===== src/rtl/core/color_blend_adjust_pack_defines.svh =====
// Assertion macros shared by the color blend and pack RTL.
// Needs no other file; the including module supplies clock and reset names.
`ifndef COLOR_BLEND_ADJUST_PACK_DEFINES_SVH
`define COLOR_BLEND_ADJUST_PACK_DEFINES_SVH

// Same-cycle implication, disabled while reset is asserted.
`define CBAP_ASSERT_SAME(label, clk, rst_n, ante, cons, msg) \
    label: assert property (@(posedge clk) disable iff (!(rst_n)) (ante) |-> (cons)) \
        else $error(msg);

// Next-cycle implication, disabled while reset is asserted.
`define CBAP_ASSERT_NEXT(label, clk, rst_n, ante, cons, msg) \
    label: assert property (@(posedge clk) disable iff (!(rst_n)) (ante) |=> (cons)) \
        else $error(msg);

`endif


===== src/rtl/core/cbap_pkg.sv =====
// Types, codes and the pixel packing function for the color blend and pack block.
// Depends on nothing; imported by color_blend_adjust_pack.
`timescale 1ns / 1ps
`default_nettype none

package cbap_pkg;

    localparam logic [1:0] FUNC_BLEND   = 2'd0;
    localparam logic [1:0] FUNC_LIGHTEN = 2'd1;
    localparam logic [1:0] FUNC_DARKEN  = 2'd2;

    localparam logic [2:0] FMT_INVALID  = 3'd0;
    localparam logic [2:0] FMT_RGB332   = 3'd1;
    localparam logic [2:0] FMT_RGB444   = 3'd2;
    localparam logic [2:0] FMT_RGB565   = 3'd3;
    localparam logic [2:0] FMT_RGB666   = 3'd4;
    localparam logic [2:0] FMT_RGB888   = 3'd5;
    localparam logic [2:0] FMT_RGBA8888 = 3'd6;

    localparam int NUM_CH    = 4;
    localparam int CH_ALPHA  = 3;

    // Q1.8 one.
    localparam logic [8:0] ONE_Q8 = 9'd256;

    typedef struct packed {
        logic [1:0]  func;
        logic [31:0] color_self;
        logic [31:0] color_other;
        logic [8:0]  amount;
    } cbap_in_t;

    typedef struct packed {
        logic [31:0] color_out;
        logic [31:0] pixel_out;
    } cbap_out_t;

    function automatic logic [31:0] pack_pixel(input logic [31:0] c, input logic [2:0] fmt);
        logic [31:0] p;
        begin
            unique case (fmt)
                FMT_RGB332:   p = {24'd0, c[23:21], c[15:13], c[7:6]};
                FMT_RGB444:   p = {20'd0, c[23:20], c[15:12], c[7:4]};
                FMT_RGB565:   p = {16'd0, c[23:19], c[15:10], c[7:3]};
                FMT_RGB666:   p = {14'd0, c[23:18], c[15:10], c[7:2]};
                FMT_RGB888:   p = {8'd0, c[23:0]};
                FMT_RGBA8888: p = c;
                default:      p = 32'd0;
            endcase
            return p;
        end
    endfunction

endpackage

`default_nettype wire


===== src/rtl/core/color_blend_adjust_pack.sv =====
// Color blend / lighten / darken with pixel format packing, four register stages.
// Each input beat passes through the stage 1, 2, 3 and output registers in turn.
// Throughput: one beat per cycle; a stage holds while the next is full and stalled.
// Reset (aresetn, synchronous, active low) empties the pipeline and sets the
// pixel format to invalid; pixel_out is 0 for beats packed before a format write.
// Depends on cbap_pkg and color_blend_adjust_pack_defines.svh.
`timescale 1ns / 1ps
`default_nettype none

`include "color_blend_adjust_pack_defines.svh"

module color_blend_adjust_pack
    import cbap_pkg::*;
(
    input  wire logic      aclk,
    input  wire logic      aresetn,
    input  wire logic      cfg_we,
    input  wire logic [2:0] cfg_wdata,
    input  wire logic      s_valid,
    output logic           s_ready,
    input  wire cbap_in_t  s_data,
    output logic           m_valid,
    input  wire logic      m_ready,
    output cbap_out_t      m_data
);

    logic [2:0] fmt_reg;

    // Stage 1: operands and factors.
    logic       vld1_reg;
    logic [7:0] x0_reg [NUM_CH];
    logic [7:0] x1_reg [NUM_CH];
    logic [9:0] f0_rgb_reg;
    logic [9:0] f0_a_reg;
    logic [8:0] f1_reg;

    // Stage 2: products.
    logic        vld2_reg;
    logic [17:0] p0_reg [NUM_CH];
    logic [16:0] p1_reg [NUM_CH];

    // Stage 3: saturated color.
    logic        vld3_reg;
    logic [31:0] color3_reg;

    // Stage 4: output register.
    logic        vld4_reg;
    cbap_out_t   out_reg;

    logic rdy1, rdy2, rdy3, rdy4;

    assign rdy4    = !vld4_reg || m_ready;
    assign rdy3    = !vld3_reg || rdy4;
    assign rdy2    = !vld2_reg || rdy3;
    assign rdy1    = !vld1_reg || rdy2;
    assign s_ready = rdy1;
    assign m_valid = vld4_reg;
    assign m_data  = out_reg;

    // Decode the operation into a common form: sum of x0*f0 and x1*f1, each
    // truncated by 8 bits. Alpha gets its own f0 so adjust passes it through.
    logic [7:0] x0_next [NUM_CH];
    logic [7:0] x1_next [NUM_CH];
    logic [9:0] f0_rgb_next;
    logic [9:0] f0_a_next;
    logic [8:0] f1_next;
    logic [8:0] ratio;
    logic [8:0] dark;

    always_comb begin
        ratio = (s_data.amount > ONE_Q8) ? ONE_Q8 : s_data.amount;
        dark  = (s_data.amount >= ONE_Q8) ? 9'd0 : 9'(ONE_Q8 - s_data.amount);
        for (int ch = 0; ch < NUM_CH; ch++) begin
            x0_next[ch] = s_data.color_self[8*ch +: 8];
            x1_next[ch] = 8'd0;
        end
        f0_rgb_next = {1'b0, ONE_Q8};
        f0_a_next   = {1'b0, ONE_Q8};
        f1_next     = 9'd0;
        unique case (s_data.func)
            FUNC_BLEND: begin
                for (int ch = 0; ch < NUM_CH; ch++) begin
                    x0_next[ch] = s_data.color_other[8*ch +: 8];
                    x1_next[ch] = s_data.color_self[8*ch +: 8];
                end
                f0_rgb_next = {1'b0, ratio};
                f0_a_next   = {1'b0, ratio};
                f1_next     = 9'(ONE_Q8 - ratio);
            end
            FUNC_LIGHTEN: f0_rgb_next = {1'b0, ONE_Q8} + {1'b0, s_data.amount};
            FUNC_DARKEN:  f0_rgb_next = {1'b0, dark};
            default:      f0_rgb_next = {1'b0, ONE_Q8};
        endcase
    end

    logic [17:0] p0_next [NUM_CH];
    logic [16:0] p1_next [NUM_CH];
    logic [31:0] color3_next;
    logic [10:0] sum [NUM_CH];

    always_comb begin
        for (int ch = 0; ch < NUM_CH; ch++) begin
            p0_next[ch] = {10'd0, x0_reg[ch]} *
                          ((ch == CH_ALPHA) ? {8'd0, f0_a_reg} : {8'd0, f0_rgb_reg});
            p1_next[ch] = {9'd0, x1_reg[ch]} * {8'd0, f1_reg};
        end
    end

    always_comb begin
        for (int ch = 0; ch < NUM_CH; ch++) begin
            sum[ch] = {1'b0, p0_reg[ch][17:8]} + {2'b00, p1_reg[ch][16:8]};
            color3_next[8*ch +: 8] = (sum[ch] > 11'd255) ? 8'hff : sum[ch][7:0];
        end
    end

    always_ff @(posedge aclk) begin
        if (!aresetn) begin
            fmt_reg  <= FMT_INVALID;
            vld1_reg <= 1'b0;
            vld2_reg <= 1'b0;
            vld3_reg <= 1'b0;
            vld4_reg <= 1'b0;
        end else begin
            if (cfg_we) begin
                fmt_reg <= cfg_wdata;
            end
            if (rdy1) begin
                vld1_reg <= s_valid;
            end
            if (rdy2) begin
                vld2_reg <= vld1_reg;
            end
            if (rdy3) begin
                vld3_reg <= vld2_reg;
            end
            if (rdy4) begin
                vld4_reg <= vld3_reg;
            end
        end
    end

    always_ff @(posedge aclk) begin
        if (rdy1 && s_valid) begin
            x0_reg     <= x0_next;
            x1_reg     <= x1_next;
            f0_rgb_reg <= f0_rgb_next;
            f0_a_reg   <= f0_a_next;
            f1_reg     <= f1_next;
        end
        if (rdy2 && vld1_reg) begin
            p0_reg <= p0_next;
            p1_reg <= p1_next;
        end
        if (rdy3 && vld2_reg) begin
            color3_reg <= color3_next;
        end
        if (rdy4 && vld3_reg) begin
            out_reg.color_out <= color3_reg;
            out_reg.pixel_out <= pack_pixel(color3_reg, fmt_reg);
        end
    end

    `CBAP_ASSERT_NEXT(a_accept_fills_s1, aclk, aresetn, s_valid && s_ready, vld1_reg,
        "accepted input beat did not reach stage 1")
    `CBAP_ASSERT_NEXT(a_s3_to_out, aclk, aresetn, vld3_reg && rdy4, m_valid,
        "stage 3 beat did not reach the output register")
    `CBAP_ASSERT_NEXT(a_s3_holds, aclk, aresetn, vld3_reg && vld4_reg && !m_ready,
        vld3_reg && $stable(color3_reg), "stage 3 changed while the output was stalled")

endmodule

`default_nettype wire

===== config.mk =====
export PLATFORM = sky130hd
export DESIGN_NAME = color_blend_adjust_pack
export DESIGN_NICKNAME = d
export VERILOG_FILES = /design/src/rtl/core/cbap_pkg.sv /design/src/rtl/core/color_blend_adjust_pack.sv
export VERILOG_INCLUDE_DIRS = /design/src /design/src/rtl/core
export SDC_FILE = /design/constraint.sdc
export NUM_CORES = 1
export LEC_CHECK = 0
export BUFFER_PORTS_ARGS = -buffer_cell sky130_fd_sc_hd__buf_2
export CAP_MARGIN = 15
export CORE_UTILIZATION = 23
export CTS_CLUSTER_DIAMETER = 30
export DETAILED_ROUTE_END_ITERATION = 12
export GPL_TIMING_DRIVEN = 0
export SETUP_SLACK_MARGIN = 0.2
export SLEW_MARGIN = 30
export SYNTH_ARGS = -nofsm -noshare
export SYNTH_HDL_FRONTEND = slang
export SYNTH_SLANG_ARGS = --single-unit
export TNS_END_PERCENT = 1

===== constraint.sdc =====
create_clock -name aclk -period 20.1 [get_ports aclk]
set_clock_uncertainty 0.1 [all_clocks]
set_input_delay 1.005 -clock aclk [delete_from_list [all_inputs] [get_ports aclk]]
set_output_delay 1.005 -clock aclk [all_outputs]
set_load 0.02 [all_outputs]

Yosys cells after proc, flatten, opt, wreduce, memory -nomap -nowiden
Index checks and enable logic that the tools add are counted.
{"block": "word_totals", "reg_bits": 336, "latchBits": 0, "ramBits": 0, "romBits": 0, "input_bits": 83, "output_inout_bits": 66, "wordCells": 78, "n_memories": 0}
{"block": "classes", "n_addsub": 7, "multipliers": 8, "div_mod_pow": 0, "order_cmp": 6, "n_eq_ne": 8, "n_shift": 0, "n_mux": 5, "bitwise": 0, "reduce_logical": 13}
{"operator": "$pmux 32 s6", "count": 1}
{"operator": "$mul 8x10->18", "count": 4}
{"operator": "$mul 8x9->17", "count": 4}
{"operator": "$add 10x9->11", "count": 4}
{"operator": "$gt 11x8->1 const B", "count": 4}
{"operator": "$mux 32", "count": 1}
{"operator": "$pmux 10 s3", "count": 1}
{"operator": "$mux 9", "count": 2}
{"operator": "$sub 9x9->9 const A", "count": 2}
{"operator": "$add 9x9->10 const A", "count": 1}
{"operator": "$eq 3x3->1 const B", "count": 3}
{"operator": "$ge 9x9->1 const B", "count": 1}
{"operator": "$gt 9x9->1 const B", "count": 1}
{"operator": "$eq 3x2->1 const B", "count": 2}
{"operator": "$logic_and 1x1->1", "count": 4}
{"operator": "$logic_not 1->1", "count": 4}
{"operator": "$logic_or 1x1->1", "count": 4}
{"operator": "$eq 3x1->1 const B", "count": 1}
{"operator": "$eq 2x1->1 const B", "count": 1}
{"operator": "$eq 2x2->1 const B", "count": 1}
{"operator": "$logic_not 2->1", "count": 1}

Depth between registers and ports, before layout
{"block": "logic_depth", "ltp_word": 6, "mapped_depth": 19, "mapped_depth_nobuf": 17}

Least setup slack after synthesis
OpenSTA, ideal clock, no wires.
{"block": "synth_path", "path_type": "input -> register", "from": "input m_ready", "to": "register p0_reg[10] in the netlist's numbering (enable)", "setup_ps": 626, "arrival_ps": 6822, "t_required_ps": 19374, "setup_slack_ps": 12552, "stages": 3, "path_buffers": 0, "cell_sequence": "nor2b_1 and2_0 a21boi_0"}
{"block": "synth_via", "elab_chain_cells": 4}
{"item": "start, declared", "line": "color_blend_adjust_pack.sv:23", "text": "input wire logic m_ready,"}
{"item": "$logic_or 1x1->1", "line": "color_blend_adjust_pack.sv:52", "text": "assign rdy4 = !vld4_reg || m_ready;"}
{"item": "$logic_or 1x1->1", "line": "color_blend_adjust_pack.sv:53", "text": "assign rdy3 = !vld3_reg || rdy4;"}
{"item": "$logic_or 1x1->1", "line": "color_blend_adjust_pack.sv:54", "text": "assign rdy2 = !vld2_reg || rdy3;"}
{"item": "$logic_and 1x1->1", "line": "color_blend_adjust_pack.sv:150", "text": "if (rdy2 && vld1_reg) begin"}
{"item": "end signal, assigned", "line": "color_blend_adjust_pack.sv:151", "text": "p0_reg <= p0_next;"}
{"item": "end, declared", "line": "color_blend_adjust_pack.sv:39", "text": "logic [17:0] p0_reg [NUM_CH];"}
Every way passes these cells.
A chain may end at the register's enable or synchronous reset.

==> flow_metrics.env <==
export IMPL_cts_resized_gates=0
export IMPL_cts_reportedPaths_clkPinSlew_ns=0.05
export IMPL_grt_use_met2_pct=18.4
export IMPL_finalSetupTns_ns=0
export IMPL_syn_area_um2=29500
export IMPL_overflow=0
export IMPL_die_y_um=360
export IMPL_initialDrtViolationCount=1253
export IMPL_powerDensity_nw_per_um2=134
export IMPL_status="finished, final reports clean"
export IMPL_cts_max_level=3
export IMPL_synth_distinct_cells=67
export IMPL_yosysWarnings=0
export IMPL_power_leakage_uw=0.0161
export IMPL_dieArea_um2=130000
export IMPL_tightest_slew_ns=0.809
export IMPL_met1_usage_pct=16.8
export IMPL_avgSynthCellArea_um2=10.3
export IMPL_initial_core_util_pct=23.3
export IMPL_layout_common_cells="and2_1, inv_1, fa_1"
export IMPL_insertion_delay_ns=0.65
export IMPL_rsz0062_at_grt="false"
export IMPL_clk_root_buffer_cell="clkbuf_16"
export IMPL_finalCriticalPeriod_ns=5.78
export IMPL_grt_busiest_layer="met2"
export IMPL_largest_reg_flops=64
export IMPL_hold_class="reg -> reg"
export IMPL_cts_path_max_buffers=3
export IMPL_vias=20600
export IMPL_cts_hold_buf=0
export IMPL_io_pins=149
export IMPL_viasPerCell=4.28
export IMPL_grt_pass1_wl_um=121000
export IMPL_design_area_um2=35100
export IMPL_ir_drop_mv=0.0876
export IMPL_use_met3_pct=2.45
export IMPL_rows=130
export IMPL_antenna_found_initial=5
export IMPL_synth_seq_area_share_pct=27.3
export IMPL_ys_flop_type="edfxtp_1"
export IMPL_die_width_um=360
export IMPL_clock_sinks=270
export IMPL_place_area_um2=32600
export IMPL_relSlewSlack_pct=46.1
export IMPL_place_gp_congestion=0.857
export IMPL_maxCapViolCount=0
export IMPL_cts_tree="yes"
export IMPL_drv_slew=0
export IMPL_mappedNetlistNets=3624
export IMPL_final_nets=3854
export IMPL_num_fill_cells=13200
export IMPL_synth_cells=2873
export IMPL_hpwl_um=62000
export IMPL_final_common_cell="and2_1"
export IMPL_max_freq_mhz=173
export IMPL_worst_path_max_fanout=10
export IMPL_drt_wl_total_um=76400
export IMPL_synth_edf_count=263
export IMPL_synth_seq_cells=270
export IMPL_drive_above_1_share_pct=9.69
export IMPL_tritoncts_num_buffers=68
export IMPL_synthArstFlopShare_pct=0
export IMPL_ant_nets=0
export IMPL_cp_required_ns=20.34
export IMPL_hold_violations=0
export IMPL_cp_end_kind="flip-flop"
export IMPL_io_buffers=146
export IMPL_firstDrtPassIters=5
export IMPL_worstPathArrival_ns=6.02
export IMPL_grtUsageTotal_pct=12.0
export IMPL_wl_per_cell_um=15.9
export IMPL_area_delta_synth_final_pct=19.0
export IMPL_post_route_period_util_pct=28.7
export IMPL_route_detailed_drc=0
export IMPL_cts_setup_buffers=0
export IMPL_finalSetupViolations=0
export IMPL_first_global_vias=21400
export IMPL_core_area_um2=126000
export IMPL_grt_start_max_net_pins=21
export IMPL_worst_setup_path_start_kind="flip-flop"
export IMPL_crit_type="reg -> reg"
==> report_power, final <==
group | leakage, µW | switching, µW | total [µW] | internal, µW
clock | 0.00116 | 377 | 1130 | 757
combinational | 0.0124 | 1510 | 2620 | 1110
sequential | 0.00251 | 92.2 | 955 | 863
==> cell families after synthesis <==
kind of cell / Yosys count / synth area share, %
fa+ha+maj: 668 / 37.3
simple gates: 979 / 18.3
mux: 17 / 0.578
compound gates: 321 / 7.15
xor+xnor: 93 / 2.76
flops: 270 / 27.3
buf+inv: 525 / 6.69
==> Yosys cell counts (36+ instances only) <==
cell | number | area share (%)
ha_1 | 318 | 14
a21oi_1 | 97 | 1.6
fa_1 | 350 | 24
nor2_1 | 77 | 0.98
nand2_1 | 233 | 3.0
and2_1 | 522 | 11
xor2_1 | 36 | 1.1
edfxtp_1 | 263 | 27
xnor2_1 | 57 | 1.7
clkbuf_1 | 76 | 0.97
inv_1 | 447 | 5.7
a21o_1 | 48 | 1.2
o21ai_0 | 43 | 0.73
==> final cells by class <==
| type | instances | area [µm²] | share of cell area (%) |
|---|---|---|---|
| Multi-Input combinational cell | 2078 | 19500 | 55.6 |
| Sequential cell | 270 | 8040 | 22.9 |
| Tap cell | 1650 | 2060 | 5.89 |
| Clock buffer | 75 | 1750 | 4.99 |
| Inverter | 447 | 1680 | 4.79 |
| Timing Repair Buffer | 160 | 1060 | 3.02 |
| Clock inverter | 49 | 661 | 1.88 |
| Buffer | 78 | 293 | 0.835 |
| Antenna cell | 6 | 15.0 | 0.0428 |
==> routing by layer <==
layer / part of all wire [%] / wire (µm)
met5: 0 / 0
met1: 48 / 36500
met3: 6.3 / 4780
met2: 43 / 33200
met4: 2.5 / 1950
==> stage by stage <==
stage / total power [µW] / hold WS (ns) / worst slack, ns / utilization (%) / cells
3_3_place_gp: 3550 / 0.325 / 9.35 / 25.5 / 4669
3_5_place_dp: 3600 / 0.327 / 14.35 / 25.8 / 4683
5_1_grt: 5160 / 0.346 / 13.93 / 27.7 / 4807
6_report: 4710 / 0.333 / 14.32 / 27.7 / 4813
4_1_cts: 4780 / 0.333 / 14.29 / 27.7 / 4807
2_1_floorplan: 2850 / 0.317 / 12.55 / - / 2873
==> worst max-delay path: stages, from the launching register on <==
cell and delay, ns:
edfxtp_1 0.35, clkbuf_1 0.42, clkbuf_1 0.50, nand2_1 0.15
fa_1 0.52, fa_1 0.55, inv_1 0.06, fa_1 0.50
fa_1 0.49, ha_1 0.35, a21o_1 0.16, a21oi_1 0.20
o21bai_1 0.13, a2111oi_2 0.54, a211oi_4 0.14, nor4_1 0.20
a311oi_1 0.10
==> worst paths after layout <==
kind	cells after the start	start	slack [ns]	to
max	16	f1_reg[1]	14.32	p1_reg[50]
max reg2reg	16	f1_reg[1]	14.32	p1_reg[50]
min reg2reg	0	color3_reg[30]	0.33	m_data[62]
min	0	color3_reg[30]	0.33	m_data[62]
Power figures use the tool's default switching activity.
